<file path="config.mk">
export PLATFORM = sky130hd
export DESIGN_NAME = keypad_number_entry
export DESIGN_NICKNAME = d
export VERILOG_FILES = /design/src/rtl/kpn_pkg.sv /design/src/rtl/kpn_decode.sv /design/src/rtl/kpn_accum.sv /design/src/rtl/keypad_number_entry.sv
export SDC_FILE = /design/constraint.sdc
export NUM_CORES = 1
export LEC_CHECK = 0
export BUFFER_PORTS_ARGS = -buffer_cell sky130_fd_sc_hd__buf_2
export CAP_MARGIN = 15
export CORE_ASPECT_RATIO = 1.5
export CORE_UTILIZATION = 25
export CTS_BUF_LIST = sky130_fd_sc_hd__clkbuf_8
export DETAILED_ROUTE_END_ITERATION = 6
export SLEW_MARGIN = 25
export SYNTH_ARGS = -nofsm -noshare
export SYNTH_HDL_FRONTEND = slang
export SYNTH_SLANG_ARGS = --single-unit
export TNS_END_PERCENT = 10
</file>
<file path="constraint.sdc">
create_clock -name clk -period 5.35 [get_ports clk]
set_clock_uncertainty 0.15 [all_clocks]
set_input_delay 0.2675 -clock clk [delete_from_list [all_inputs] [get_ports clk]]
set_output_delay 0.2675 -clock clk [all_outputs]
set_load 0.03 [all_outputs]
</file>
<file path="src/rtl/kpn_pkg.sv">
// shared types, constants and key table for the keypad number entry block
package kpn_pkg;

  // digit store depth
  localparam int MAX_DIGITS = 9;

  // counter holds 0..MAX_DIGITS, index addresses 0..MAX_DIGITS-1
  localparam int CNT_W = $clog2(MAX_DIGITS + 1);
  localparam int IDX_W = (MAX_DIGITS > 1) ? $clog2(MAX_DIGITS) : 1;

  // field widths
  localparam int NIB_W   = 4;
  localparam int CODE_W  = 8;
  localparam int ACT_W   = 2;
  localparam int VALUE_W = 30;
  localparam int HELD_W  = 4;
  localparam int DIGIT_W = 4;

  // stream payload widths, padded to whole bytes
  localparam int IN_DATA_W  = 24;
  localparam int OUT_DATA_W = 48;

  // value saturation limit and digits_held limit
  localparam logic [VALUE_W-1:0] VALUE_MAX = {VALUE_W{1'b1}};
  localparam logic [HELD_W-1:0]  HELD_MAX  = {HELD_W{1'b1}};

  // display action codes
  localparam logic [ACT_W-1:0] ACT_NONE = 2'd0;
  localparam logic [ACT_W-1:0] ACT_ECHO = 2'd1;
  localparam logic [ACT_W-1:0] ACT_BACK = 2'd2;

  // special key characters
  localparam logic [CODE_W-1:0] KEY_CLEAR = 8'h43;  // 'C'
  localparam logic [CODE_W-1:0] KEY_ENTER = 8'h3D;  // '='
  localparam logic [CODE_W-1:0] KEY_ZERO  = 8'h30;  // '0'
  localparam logic [CODE_W-1:0] KEY_NINE  = 8'h39;  // '9'
  localparam logic [CODE_W-1:0] KEY_NONE  = 8'h00;

  // located key handed from the decoder to the controller
  typedef struct packed {
    logic              found;
    logic [CODE_W-1:0] code;
  } key_t;

  // accumulator handshake with the controller
  typedef struct packed {
    logic             start;
    logic [CNT_W-1:0] count;
  } acc_cmd_t;

  // key table lookup, row and column 0..3
  function automatic logic [CODE_W-1:0] key_char(input logic [1:0] row, input logic [1:0] col);
    logic [CODE_W-1:0] c;
    c = KEY_NONE;
    case ({row, col})
      4'h0: c = 8'h37;  // 7
      4'h1: c = 8'h38;  // 8
      4'h2: c = 8'h39;  // 9
      4'h3: c = 8'h2F;  // /
      4'h4: c = 8'h34;  // 4
      4'h5: c = 8'h35;  // 5
      4'h6: c = 8'h36;  // 6
      4'h7: c = 8'h2A;  // *
      4'h8: c = 8'h31;  // 1
      4'h9: c = 8'h32;  // 2
      4'hA: c = 8'h33;  // 3
      4'hB: c = 8'h2D;  // -
      4'hC: c = 8'h43;  // C
      4'hD: c = 8'h30;  // 0
      4'hE: c = 8'h3D;  // =
      4'hF: c = 8'h2B;  // +
      default: c = KEY_NONE;
    endcase
    return c;
  endfunction

endpackage

</file>
<file path="src/rtl/kpn_decode.sv">
// locates the pressed key from the scanned column nibbles and maps it to a character
module kpn_decode (
  input  logic [kpn_pkg::NIB_W-1:0] cols_row0,
  input  logic [kpn_pkg::NIB_W-1:0] cols_row1,
  input  logic [kpn_pkg::NIB_W-1:0] cols_row2,
  input  logic [kpn_pkg::NIB_W-1:0] cols_row3,
  input  logic [kpn_pkg::NIB_W-1:0] cols_all_low,
  output kpn_pkg::key_t             key
);
  import kpn_pkg::*;

  logic [1:0] row;
  logic [1:0] col;
  logic       row_ok;
  logic       col_ok;

  // first row with any column pulled low
  always_comb begin
    row    = 2'd0;
    row_ok = 1'b1;
    if (cols_row0 != 4'hF) begin
      row = 2'd0;
    end else if (cols_row1 != 4'hF) begin
      row = 2'd1;
    end else if (cols_row2 != 4'hF) begin
      row = 2'd2;
    end else if (cols_row3 != 4'hF) begin
      row = 2'd3;
    end else begin
      row_ok = 1'b0;
    end
  end

  // first low column of the all-rows sample
  always_comb begin
    col    = 2'd0;
    col_ok = 1'b1;
    if (!cols_all_low[0]) begin
      col = 2'd0;
    end else if (!cols_all_low[1]) begin
      col = 2'd1;
    end else if (!cols_all_low[2]) begin
      col = 2'd2;
    end else if (!cols_all_low[3]) begin
      col = 2'd3;
    end else begin
      col_ok = 1'b0;
    end
  end

  // table lookup, zero code when nothing was located
  always_comb begin
    key.found = row_ok && col_ok;
    key.code  = (row_ok && col_ok) ? key_char(row, col) : KEY_NONE;
  end

endmodule

</file>
<file path="src/rtl/kpn_accum.sv">
// decimal accumulator: folds one stored digit per cycle into value*10+digit
module kpn_accum (
  input  logic                        clk,
  input  logic                        rst_n,
  input  kpn_pkg::acc_cmd_t           cmd,
  input  logic [kpn_pkg::DIGIT_W-1:0] digit,
  output logic [kpn_pkg::IDX_W-1:0]   digit_idx,
  output logic                        done,
  output logic [kpn_pkg::VALUE_W-1:0] value
);
  import kpn_pkg::*;

  logic               busy_r, busy_nxt;
  logic [CNT_W-1:0]   idx_r, idx_nxt;
  logic [CNT_W-1:0]   count_r, count_nxt;
  logic [VALUE_W-1:0] value_r, value_nxt;
  logic [VALUE_W+3:0] prod;

  // times ten as two shifted adds, plus the digit
  assign prod = {1'b0, value_r, 3'b000} + {3'b000, value_r, 1'b0} +
                {{VALUE_W{1'b0}}, digit};

  // store read address for the coming cycle, the digit arrives registered
  assign digit_idx = idx_nxt[IDX_W-1:0];
  assign done      = busy_r && (idx_r == count_r);
  assign value     = value_r;

  // iteration control
  always_comb begin
    busy_nxt  = busy_r;
    idx_nxt   = idx_r;
    count_nxt = count_r;
    value_nxt = value_r;
    if (cmd.start) begin
      busy_nxt  = 1'b1;
      idx_nxt   = '0;
      count_nxt = cmd.count;
      value_nxt = '0;
    end else if (busy_r) begin
      if (idx_r == count_r) begin
        busy_nxt = 1'b0;
      end else begin
        idx_nxt   = idx_r + 1'b1;
        value_nxt = (prod > {4'b0000, VALUE_MAX}) ? VALUE_MAX : prod[VALUE_W-1:0];
      end
    end
  end

  always_ff @(posedge clk) begin
    if (!rst_n) begin
      busy_r <= 1'b0;
    end else begin
      busy_r <= busy_nxt;
    end
    idx_r   <= idx_nxt;
    count_r <= count_nxt;
    value_r <= value_nxt;
  end

endmodule

</file>
<file path="src/rtl/keypad_number_entry.sv">
// top level of the keypad number entry block: controller, digit store and result register
//
// One input beat is one key press; one result beat comes out for every press. A digit,
// 'C', any other key or an unlocated press passes from S_IDLE through S_EXEC to S_PUT,
// which loads the result register. '=' goes through S_ACC between S_EXEC and S_PUT, where
// the accumulator folds one stored digit per cycle into value*10+digit. The result
// register frees the input side: a new press is taken while the previous result waits.
module keypad_number_entry (
  input  logic                           clk,
  input  logic                           rst_n,
  input  logic                           in_tvalid,
  output logic                           in_tready,
  // cols_row0[3:0], cols_row1[7:4], cols_row2[11:8], cols_row3[15:12],
  // cols_all_low[19:16], zero [23:20]
  input  logic [kpn_pkg::IN_DATA_W-1:0]  in_tdata,
  output logic                           out_tvalid,
  input  logic                           out_tready,
  // key_found[0], key_code[8:1], display_action[10:9], entry_done[11],
  // number_value[41:12], digits_held[45:42], zero [47:46]
  output logic [kpn_pkg::OUT_DATA_W-1:0] out_tdata
);
  import kpn_pkg::*;

  typedef enum logic [1:0] {S_IDLE, S_EXEC, S_ACC, S_PUT} state_t;

  state_t              state_r, state_nxt;
  key_t                key_in;
  key_t                key_r, key_nxt;
  logic [CNT_W-1:0]    cnt_r, cnt_nxt;
  logic [ACT_W-1:0]    act_r, act_nxt;
  logic                done_r, done_nxt;
  logic [VALUE_W-1:0]  val_r, val_nxt;
  logic                out_valid_r, out_valid_nxt;
  logic [OUT_DATA_W-1:0] out_data_r, out_data_nxt;
  logic [DIGIT_W-1:0]  store [MAX_DIGITS];
  logic [DIGIT_W-1:0]  digit_r;
  logic                store_we;
  acc_cmd_t            acc_cmd;
  logic [IDX_W-1:0]    acc_idx;
  logic                acc_done;
  logic [VALUE_W-1:0]  acc_value;
  logic                is_digit;
  logic [HELD_W-1:0]   held;

  // key locate and table lookup
  kpn_decode u_decode (
    .cols_row0    (in_tdata[3:0]),
    .cols_row1    (in_tdata[7:4]),
    .cols_row2    (in_tdata[11:8]),
    .cols_row3    (in_tdata[15:12]),
    .cols_all_low (in_tdata[19:16]),
    .key          (key_in)
  );

  // enter key value accumulation
  kpn_accum u_accum (
    .clk       (clk),
    .rst_n     (rst_n),
    .cmd       (acc_cmd),
    .digit     (digit_r),
    .digit_idx (acc_idx),
    .done      (acc_done),
    .value     (acc_value)
  );

  assign in_tready  = (state_r == S_IDLE);
  assign out_tvalid = out_valid_r;
  assign out_tdata  = out_data_r;

  assign is_digit = key_r.found && (key_r.code >= KEY_ZERO) && (key_r.code <= KEY_NINE);
  assign store_we = (state_r == S_EXEC) && is_digit && (32'(cnt_r) < MAX_DIGITS);
  assign held     = (32'(cnt_r) > 32'(HELD_MAX)) ? HELD_MAX : HELD_W'(cnt_r);

  always_comb begin
    acc_cmd.start = (state_r == S_EXEC) && key_r.found && (key_r.code == KEY_ENTER);
    acc_cmd.count = cnt_r;
  end

  // controller next state
  always_comb begin
    state_nxt     = state_r;
    key_nxt       = key_r;
    cnt_nxt       = cnt_r;
    act_nxt       = act_r;
    done_nxt      = done_r;
    val_nxt       = val_r;
    out_valid_nxt = out_valid_r;
    out_data_nxt  = out_data_r;
    if (out_valid_r && out_tready) begin
      out_valid_nxt = 1'b0;
    end
    case (state_r)
      S_IDLE: begin
        if (in_tvalid) begin
          key_nxt   = key_in;
          act_nxt   = ACT_NONE;
          done_nxt  = 1'b0;
          val_nxt   = '0;
          state_nxt = S_EXEC;
        end
      end
      S_EXEC: begin
        state_nxt = S_PUT;
        if (is_digit) begin
          if (32'(cnt_r) < MAX_DIGITS) begin
            cnt_nxt = cnt_r + 1'b1;
            act_nxt = ACT_ECHO;
          end
        end else if (key_r.found && (key_r.code == KEY_CLEAR)) begin
          if (cnt_r != '0) begin
            cnt_nxt = cnt_r - 1'b1;
            act_nxt = ACT_BACK;
          end
        end else if (key_r.found && (key_r.code == KEY_ENTER)) begin
          state_nxt = S_ACC;
        end
      end
      S_ACC: begin
        if (acc_done) begin
          done_nxt  = 1'b1;
          val_nxt   = acc_value;
          cnt_nxt   = '0;
          state_nxt = S_PUT;
        end
      end
      S_PUT: begin
        // load the result register once it is free
        if (!out_valid_r || out_tready) begin
          out_valid_nxt = 1'b1;
          out_data_nxt  = {2'b00, held, val_r, done_r, act_r, key_r.code, key_r.found};
          state_nxt     = S_IDLE;
        end
      end
      default: state_nxt = S_IDLE;
    endcase
  end

  // state and registered outputs
  always_ff @(posedge clk) begin
    if (!rst_n) begin
      state_r     <= S_IDLE;
      cnt_r       <= '0;
      out_valid_r <= 1'b0;
    end else begin
      state_r     <= state_nxt;
      cnt_r       <= cnt_nxt;
      out_valid_r <= out_valid_nxt;
    end
    key_r      <= key_nxt;
    act_r      <= act_nxt;
    done_r     <= done_nxt;
    val_r      <= val_nxt;
    out_data_r <= out_data_nxt;
  end

  // digit store, written at the current count, read through a register ahead of use by the accumulator
  always_ff @(posedge clk) begin
    if (store_we) begin
      store[cnt_r[IDX_W-1:0]] <= key_r.code[DIGIT_W-1:0];
    end
    digit_r <= store[acc_idx];
  end

endmodule

</file>
== Word-level counts from Yosys, hierarchy flattened ==
Memory sizes are Yosys's and may differ from the RTL's. A register that Yosys moved wholly into a read port is not among the register bits.
Index checks and enable logic that the tools add are counted.
W data, S select, Z words.
Operators by class
  equality and inequality tests: 16
  add/subtract/negate cells: 5
  magnitude comparators: 4
  bitwise logic cells: 1
  reductions and logical operators: 26
  muxes and demuxes: 53
Operators by type and width (number)
  $mux W30: 3
  $pmux W30 S2: 1
  $add A33 B31 Y34: 1
  $add A34 B4 Y34: 1
  $gt A34 B30 Y1 const B: 1
  $mux W2: 16
  $mux W4: 8
  $mux W1: 21
  $ne A4 B4 Y1 const B: 4
  $logic_and A1 B1 Y1: 11
  $reduce_and A5 Y1: 2
  $ne A3 B2 Y1 const B: 3
  $add A4 B1 Y4 const B: 2
  $eq A8 B6 Y1 const B: 1
  $eq A8 B7 Y1 const B: 1
  $ge A8 B6 Y1 const B: 1
  $le A8 B6 Y1 const B: 1
  $pmux W2 S4: 1
  $pmux W4 S2: 1
  $ne A2 B2 Y1 const B: 3
  $reduce_and A2 Y1: 3
  $reduce_and A3 Y1: 2
  $reduce_bool A2 Y1: 3
  $eq A2 B2 Y1 const B: 2
  11 further kinds: 12
Storage, ports and cells
  word-level logic and storage cells: 120
  bits of input ports: 28
  register bits: 134
  memories kept: 2
  memory bits (writable): 36
  output and inout bits: 50
  memory bits (read-only): 112
Memory list
  (no name shown): words 16, bits a word 7, rd ports 1, clocked after Yosys merged registers in 1, write ports 0, RTL line kpn_pkg.sv:55  | case ({row, col})
  store: words 9, bits a word 4, rd ports 1, clocked after Yosys merged registers in 1, write ports 1, RTL line keypad_number_entry.sv:35  | logic [DIGIT_W-1:0] store [MAX_DIGITS];

== Logic depth before layout (Yosys ltp) ==
Gate-level depths: netlist of run 1.
  depth after elaboration: 7
  mapped depth: 13
  mapped depth without buffers: 12

== Modules after synthesis ==
From an unflattened synthesis of run 1, not the netlist that was laid out.
Unflattened totals
  cell total of the unflattened synthesis: 722
  area total of the unflattened synthesis: 9083.7 µm²
Modules (own cells, without submodules)
  keypad_number_entry: cells each 280, instances 1, seq. area each 3943.8 µm², area an instance 4992.3 µm²
  kpn_accum: cells each 390, instances 1, seq. area each 820.8 µm², area an instance 3677.3 µm²
  kpn_decode: cells each 52, instances 1, seq. area each 0.0 µm², area an instance 414.1 µm²

== Least setup slack after synthesis of run 1 ==
No wires, ideal clock.
  path type: flip-flop to flip-flop
  start: register digit_r[3], read port of store
  end: register u_accum.value_r[0] (netlist: u_accum.value[0])
  setup slack: 1621 ps
  period minus slack after synthesis: 3729 ps
  cell stages (with the launch flop): 13
  data required time: 5081 ps
  setup time: 119 ps
  buffers on the path: 1
  arrival time: 3460 ps
  cell sequence: dfxtp_1 -> fa_1 -> inv_1 -> fa_1 -> nor2b_1 -> o2111ai_1 -> a2111oi_1 -> a211oi_2 -> a31oi_1 -> mux2_1 -> or4_4 -> buf_6 -> o221a_1
Between the ends
  word-level cells in the longest chain between the ends: 3
Ends and longest elaborated chain
  start: declaration: RTL line keypad_number_entry.sv:36  | logic [DIGIT_W-1:0] digit_r;
  $add A34 B4 Y34: RTL line kpn_accum.sv:20  | assign prod = {1'b0, value_r, 3'b000} + {3'b000, value_r, 1'b0} +
  $gt A34 B30 Y1: RTL line kpn_accum.sv:44  | value_nxt = (prod > {4'b0000, VALUE_MAX}) ? VALUE_MAX : prod[VALUE_W-1:0];
  $mux W30: RTL line kpn_accum.sv:44
  end signal: assignment: RTL line kpn_accum.sv:57  | value_r <= value_nxt;
  end: declaration: RTL line kpn_accum.sv:16  | logic [VALUE_W-1:0] value_r, value_nxt;
No other way between the ends.
A chain may end at the register's enable or synchronous reset.

== Worst setup path in the final report of run 1 ==
  start: register u_accum.value_r[0] (netlist: u_accum.value[0])
  end: register u_accum.value_r[4] (netlist: u_accum.value[4])
Between the ends
  word-level cells in the longest chain between the ends: 4
Ends and longest elaborated chain (RTL line)
  $add A33 B31 Y34 *: kpn_accum.sv:20
  $add A34 B4 Y34 *: kpn_accum.sv:20
  $gt A34 B30 Y1: kpn_accum.sv:44
  $mux W30 *: kpn_accum.sv:44
Every way passes the cells marked *; elsewhere a longest branch is shown, timed or not.

==> results of run 1 <==
metrics by stage:
step | total power (W) | std cells | hold slack [ns] | util (%) | setup slack [ns]
floorplan | 0.00373 | 709 | 0.234 | - | 1.62
global placement | 0.00414 | 1220 | 0.252 | 27.7 | 1.25
detailed placement | 0.00418 | 1220 | 0.255 | 27.7 | 1.18
CTS | 0.00518 | 1255 | 0.114 | 29.1 | 1.17
global route | 0.00549 | 1255 | 0.135 | 29.1 | 0.877
finish | 0.00511 | 1255 | 0.146 | 29.1 | 1.19
report_power, final:
group / internal, W / switching [W]
Combinational: 0.000841 / 0.00120
Sequential: 0.00182 / 0.000263
Clock: 0.000443 / 0.000545
Total: 0.00310 / 0.00201
final cells by class:
| type | instances | area [µm²] | share of cell area (%) |
|---|---|---|---|
| sequential | 172 | 4700 | 47.1 |
| tap | 467 | 584 | 5.85 |
| inverter | 24 | 90.1 | 0.901 |
| timing repair buffer | 79 | 425 | 4.26 |
| clock buffer | 17 | 234 | 2.34 |
| clock inverter | 15 | 200 | 2.00 |
| multi-input combinational | 481 | 3760 | 37.6 |
worst max-delay path, cell delays in order, from the launching register on:
cell       delay [ns]
dfxtp_1          0.38
fa_1             0.56
inv_1            0.07
fa_1             0.46
nor2b_1          0.18
o2111ai_1        0.20
a2111oi_1        0.45
a211oi_2         0.12
a31oi_1          0.21
mux2_1           0.34
or4_4            0.63
o221a_1          0.30
routing by layer:
layer  vias up  part of all wire (%)  track usage, %
met2        96                    57            20.7
met1      2650                    38            9.79
li1       2817                     -               -
met5         -                     0               0
met4         0                   1.5            3.28
met3        20                   3.6            2.51
registers in the layout (all words and copies together) (netlist names), 4 cells and up:
register and count:
out_tdata 45, val_r 30, cnt_r 4, u_accum.idx_r 4, digit_r 4, store 36, u_accum.value 30, key_r 8
u_accum.count_r 4
cells by family after synthesis:
logic type	synth area share, %
buffers and inverters	3.65
AOI/OAI and AO/OA	14.3
adders and majority gates	10.7
muxes	3.67
and+or+nand+nor	10.3
DFF	53.7
other	0.0428
xor gates and xnor gates	3.70
placed cells by master, fill, tap and decap left out, types with 5 or more instances in the layout:
cell / instances
nand3_1: 7
o21a_1: 8
a21oi_1: 31
mux2i_1: 31
inv_1: 22
xnor2_1: 23
nor2b_1: 5
o221a_1: 30
nand2_1: 44
o21ai_0: 25
nand4_1: 12
inv_8: 5
clkbuf_8: 17
nor3_1: 9
dfxtp_1: 46
nor3b_1: 5
and2_1: 32
a21o_1: 17
buf_2: 70
xor2_1: 14
ha_1: 70
buf_4: 6
a31oi_1: 12
edfxtp_1: 126
nor2_1: 24
o31ai_1: 5
how the worst min path moves through the flow:
stage                     startpoint            end  slack, ns  cells past startpoint
after floorplan                rst_n     state_r[0]       0.23                      2
after global placement     val_r[17]  out_tdata[29]       0.25                      0
after detailed placement   val_r[11]  out_tdata[23]       0.25                      0
after CTS                  in_tvalid     state_r[0]       0.11                      5
after global routing       in_tvalid     state_r[0]       0.14                      5
final                      in_tvalid     state_r[0]       0.15                      5
==> flow_metrics.py, run 1 <==
metrics = {
    "pwr": {
        "power.density_nw_per_um2": 511,
        "p_leak_nw": 3.90,
        "max-vdd-ir-drop_mv": 0.184,
    },
    "clock_network": {
        "cts_root_buffer": "clkbuf_8",
        "ctsHoldBuffers": 3,
        "cts.sinks": 172,
        "cts_tree": "yes",
        "cts-buffers-inserted": 17,
        "clk_pin_slew_worst_paths_ns": 0.10,
        "ctsResizeCount": 0,
        "clock_latency_ns": 0.48,
        "post_cts_buffers": 0,
        "htree_levels": 4,
        "cts_buffer_depth": 2,
    },
    "floorplan": {
        "ios": 78,
        "dieArea_um2": 35800,
        "start_util_pct": 25.5,
        "die_height_um": 231,
        "die_x_um": 155,
        "rows": 83,
        "design.core.area_um2": 34400,
    },
    "logic_synthesis": {
        "synth.distinct_cells": 69,
        "seq_area_frac_synth_pct": 53.7,
        "yosysMostFrequentCell": "edfxtp_1",
        "ys_warn_count": 0,
        "synth-seq-cells": 172,
        "synthTopCellsByCount": "126 x edfxtp_1, 70 x ha_1, 46 x dfxtp_1, 44 x nand2_1, 32 x and2_1",
        "syn-cell-area_um2": 8760,
        "synthTopCellsByArea": "edfxtp_1 43%, dfxtp_1 11%, ha_1 10%",
        "yosys.area.top_type": "edfxtp_1",
        "async_flop_share_pct": 0,
        "postSynthCellCount": 707,
        "synth_edf_count": 126,
        "synth_top_area_share_pct": 43.2,
        "avgSynthCellArea_um2": 12.4,
        "ys.flop_type": "edfxtp_1",
    },
    "setup_path": {
        "cp.required_ns": 5.56,
        "crit_start": "u_accum.value[0]",
        "reg2reg_depth": 11,
        "cp_max_fo": 30,
        "critPathCapture": "u_accum.value[4]",
        "startpoint_type": "flip-flop",
        "r2r_slack_ns": 1.19,
        "crit_arrival_ns": 4.37,
        "critPathKind": "reg2reg",
        "r2r-start": "u_accum.value[0]",
        "end_kind": "flip-flop",
        "reg2reg_to": "u_accum.value[4]",
    },
    "sta": {
        "hold_violations": 0,
        "fmax_mhz": 240,
        "slew_headroom_pct": 40.7,
        "slew_violations": 0,
        "finalCritPeriodShare_pct": 77.8,
        "rsz0062_at_grt": "no",
        "finalSetupViolations": 0,
        "timing.final.crit_period_ns": 4.16,
        "worst_pin_slew_ns": 0.890,
        "finalSetupTns_ns": 0,
    },
    "run_status": {
        "status": "completed",
    },
    "final_layout": {
        "fill_cells": 3509,
        "antennaDiodeCount": 0,
        "nets": 876,
        "area_growth_pct": 14.0,
        "fin_area_um2": 10000,
        "drive_gt1_share_pct": 15.5,
    },
    "route": {
        "dr.pass1.iters": 4,
        "totalWireLength_um": 17700,
        "vias": 5583,
        "drtAntennaViolNets": 0,
        "avgRoutedWirePerCell_um": 14.1,
        "drc": 0,
        "drt_iter0_drc": 275,
        "viasPerCell": 4.45,
    },
    "placed_design": {
        "place_area_um2": 9530,
        "place_congestion": 0.834,
        "dp_hpwl_um": 12900,
        "port_buffers": 70,
    },
    "global_route": {
        "track_usage_pct": 10.2,
        "grt_pass1_wl_um": 28600,
        "grt_antenna_before_repair": 0,
        "grt_max_degree": 45,
        "grt_pass1_vias": 5694,
        "grt-ovfl-total": 0,
    },
    "job": {
        "drv_cap": 0,
    },
    "min_path": {
        "hp-class": "in2reg",
    },
}
No activity file was read; power rests on OpenSTA's default activity.
==> run 2, diff against run 1 <==
ABC_AREA = 1   (was default)
clock period = 4.1 ns   (was 5.35 ns; I/O delays follow)
==> run 2 against run 1 <==
Effect of this change: cell area up 13%; register-to-register slack worse by 0.42 ns; fmax up 25%; cell count up 41%; first-iteration DRC count up 34%; power up 27%; combinational power up 26%; wire length up 30%; die area up 13%; critical path type unchanged.
==> flow_metrics.py, run 2 <==
metrics = {
    "run_status": {
        "status": "completed",
    },
    "route": {
        "dr.pass1.iters": 4,
        "viasPerCell": 4.36,
        "vias": 7742,
        "drtAntennaViolNets": 0,
        "totalWireLength_um": 23100,
        "drc": 0,
        "drt_iter0_drc": 369,
        "avgRoutedWirePerCell_um": 13.0,
    },
    "setup_path": {
        "crit_chain": "fa_1 -> inv_1 -> fa_1 -> inv_1 -> nand3_1 -> nand3_1 -> nand3_1 -> nand3_2 -> nand3_1 -> nand3_1 -> nand2_1 -> nor2_4 -> buf_12 -> nand3_2 -> nand2_1 -> inv_1",
        "cpPeakStageDelay_ns": 0.55,
        "cp_common_cell": "nand3_1",
        "critPathBufInv": 4,
        "crit_arrival_ns": 3.59,
        "cp.required_ns": 4.36,
        "cp_max_fo": 16,
        "critPathTopFamily": "simple AND/OR/NAND/NOR gates",
        "startpoint_type": "flip-flop",
        "slowest_stage": "fa_1",
        "end_kind": "flip-flop",
        "critPathKind": "reg2reg",
    },
    "sta": {
        "finalSetupViolations": 0,
        "finalSetupTns_ns": 0,
        "slew_violations": 0,
        "finalCritPeriodShare_pct": 81.2,
        "hold_ws_ns": 0.0510,
        "hold_violations": 0,
        "slew_headroom_pct": 47.2,
        "rsz0062_at_grt": "no",
        "worst_pin_slew_ns": 0.790,
        "fmax_mhz": 300,
        "timing.final.crit_period_ns": 3.33,
    },
    "floorplan": {
        "die_x_um": 165,
        "die_height_um": 246,
        "design.core.area_um2": 39200,
        "rows": 89,
        "dieArea_um2": 40500,
        "start_util_pct": 25.3,
        "ios": 78,
    },
    "logic_synthesis": {
        "yosys.area.top_type": "edfxtp_1",
        "ys_warn_count": 0,
        "synth_edf_count": 126,
        "avgSynthCellArea_um2": 8.37,
        "syn-cell-area_um2": 9930,
        "seq_area_frac_synth_pct": 47.4,
        "yosysMostFrequentCell": "nand2_1",
        "synthTopCellsByArea": "edfxtp_1 38%, nand2_1 12%, dfxtp_1 9.3%",
        "ys.flop_type": "edfxtp_1",
        "async_flop_share_pct": 0,
        "synth_top_area_share_pct": 38.1,
        "postSynthCellCount": 1187,
        "synthTopCellsByCount": "313 x nand2_1, 182 x inv_1, 158 x nor2_1, 126 x edfxtp_1, 70 x ha_1",
        "synth.distinct_cells": 37,
        "synth-seq-cells": 172,
    },
    "final_layout": {
        "most-common-layout-cells": "313 x nand2_1, 182 x inv_1, 158 x nor2_1, 126 x edfxtp_1",
        "largest_reg_flops": 45,
        "drive_gt1_share_pct": 13.3,
        "area_growth_pct": 13.3,
        "nets": 1363,
        "antennaDiodeCount": 0,
        "final_common_cell": "nand2_1",
        "final_core_util_pct": 28.7,
    },
    "global_route": {
        "met2_usage_pct": 23.6,
        "grt_pass1_vias": 7657,
        "track_usage_pct": 12.1,
        "grt_antenna_before_repair": 0,
        "met3_usage_pct": 2.66,
        "grtUsageMet1_pct": 11.6,
        "grt_max_degree": 39,
        "grt-ovfl-total": 0,
        "grt-busiest-layer": "met2",
        "grt_pass1_wl_um": 37600,
    },
    "placed_design": {
        "dp_hpwl_um": 17600,
        "place_congestion": 0.906,
        "port_buffers": 70,
    },
    "clock_network": {
        "cts_buffer_depth": 2,
        "cts_tree": "yes",
        "ctsResizeCount": 0,
        "htree_levels": 4,
        "cts-buffers-inserted": 17,
        "clock_latency_ns": 0.51,
        "clk_pin_slew_worst_paths_ns": 0.10,
        "cts_root_buffer": "clkbuf_8",
        "cts.sinks": 172,
    },
    "pwr": {
        "p_leak_nw": 5.51,
        "power.density_nw_per_um2": 577,
        "max-vdd-ir-drop_mv": 0.207,
    },
    "job": {
        "drv_cap": 0,
    },
    "min_path": {
        "hp-class": "in2reg",
    },
}
[run 2: changes by cell type in the layout (fill, tap and decap cells not counted), moves of 14 or more]
cell,change
a21o_1,-15
a21oi_1,+14
and2_1,-32
inv_1,+160
mux2i_1,-31
nand2_1,+269
nand3_1,+59
nand3_2,+29
nor2_1,+134
o221a_1,-30
xnor2_1,-21
[run 2: final timing paths]
kind | from | end | slack (ns) | depth (start not counted)
max | u_accum.value[0] | u_accum.value[14] | 0.77 | 16
min | in_tvalid | act_r[0] | 0.05 | 3
max reg2reg | u_accum.value[0] | u_accum.value[14] | 0.77 | 16
min reg2reg | val_r[26] | out_tdata[38] | 0.27 | 0
[run 2: power breakdown]
group | total (W) | internal, W | switching (W)
sequential | 0.00274 | 0.00243 | 0.000304
clock | 0.00118 | 0.000469 | 0.000712
combinational | 0.00258 | 0.000849 | 0.00173
[run 2: cells by family after synthesis]
logic type	after synthesis	share of synthesized area, %
xor+xnor	18	1.59
buf+inv	216	9.08
other cells	1	0.0378
flops	172	47.4
fa+ha+maj	73	9.42
compound gates	80	4.52
simple gates	627	28.0
[run 2: worst reg2reg max path, delay by kind of cell, from the launching register on]
family        cells  cell delay, ns
simple gates     10            1.26
fa+ha+maj         2            1.01
buf+inv           4            0.43
flops             1            0.37
[run 2: per-layer routing]
layer  share of wire, %  up-vias
met3                3.6       44
met2                 56      171
met5                  0        -
met1                 37     3547
met4                3.1        0
li1                   -     3980
[run 2: final cells by class]
| class | instances | area (µm²) |
|---|---|---|
| Clock inverter | 14 | 145 |
| Fill cell | 4262 | 27900 |
| Tap cell | 500 | 626 |
| Sequential cell | 172 | 4700 |
| Multi-Input combinational cell | 801 | 4360 |
| Timing Repair Buffer | 81 | 465 |
| Clock buffer | 18 | 248 |
| Inverter | 189 | 709 |
[run 2: stage by stage]
stage / std cells / instance area [µm²] / total power, W / worst slack [ns]
after detailed placement: 1740 / 10800 / 0.00538 / 0.776
after global routing: 1775 / 11300 / 0.00701 / 0.546
final: 1775 / 11300 / 0.00649 / 0.771
after global placement: 1740 / 10800 / 0.00533 / 0.811
after CTS: 1775 / 11300 / 0.00659 / 0.750
after floorplan: 1189 / 9940 / 0.00469 / 0.728
[run 2: what timing repair did]
action / in CTS / in global routing
endpoints found under the hold margin: 9 / 0
setup buffers: 0 / 0
hold buffers: 3 / 0
endpoints found under the setup margin: 0 / 0
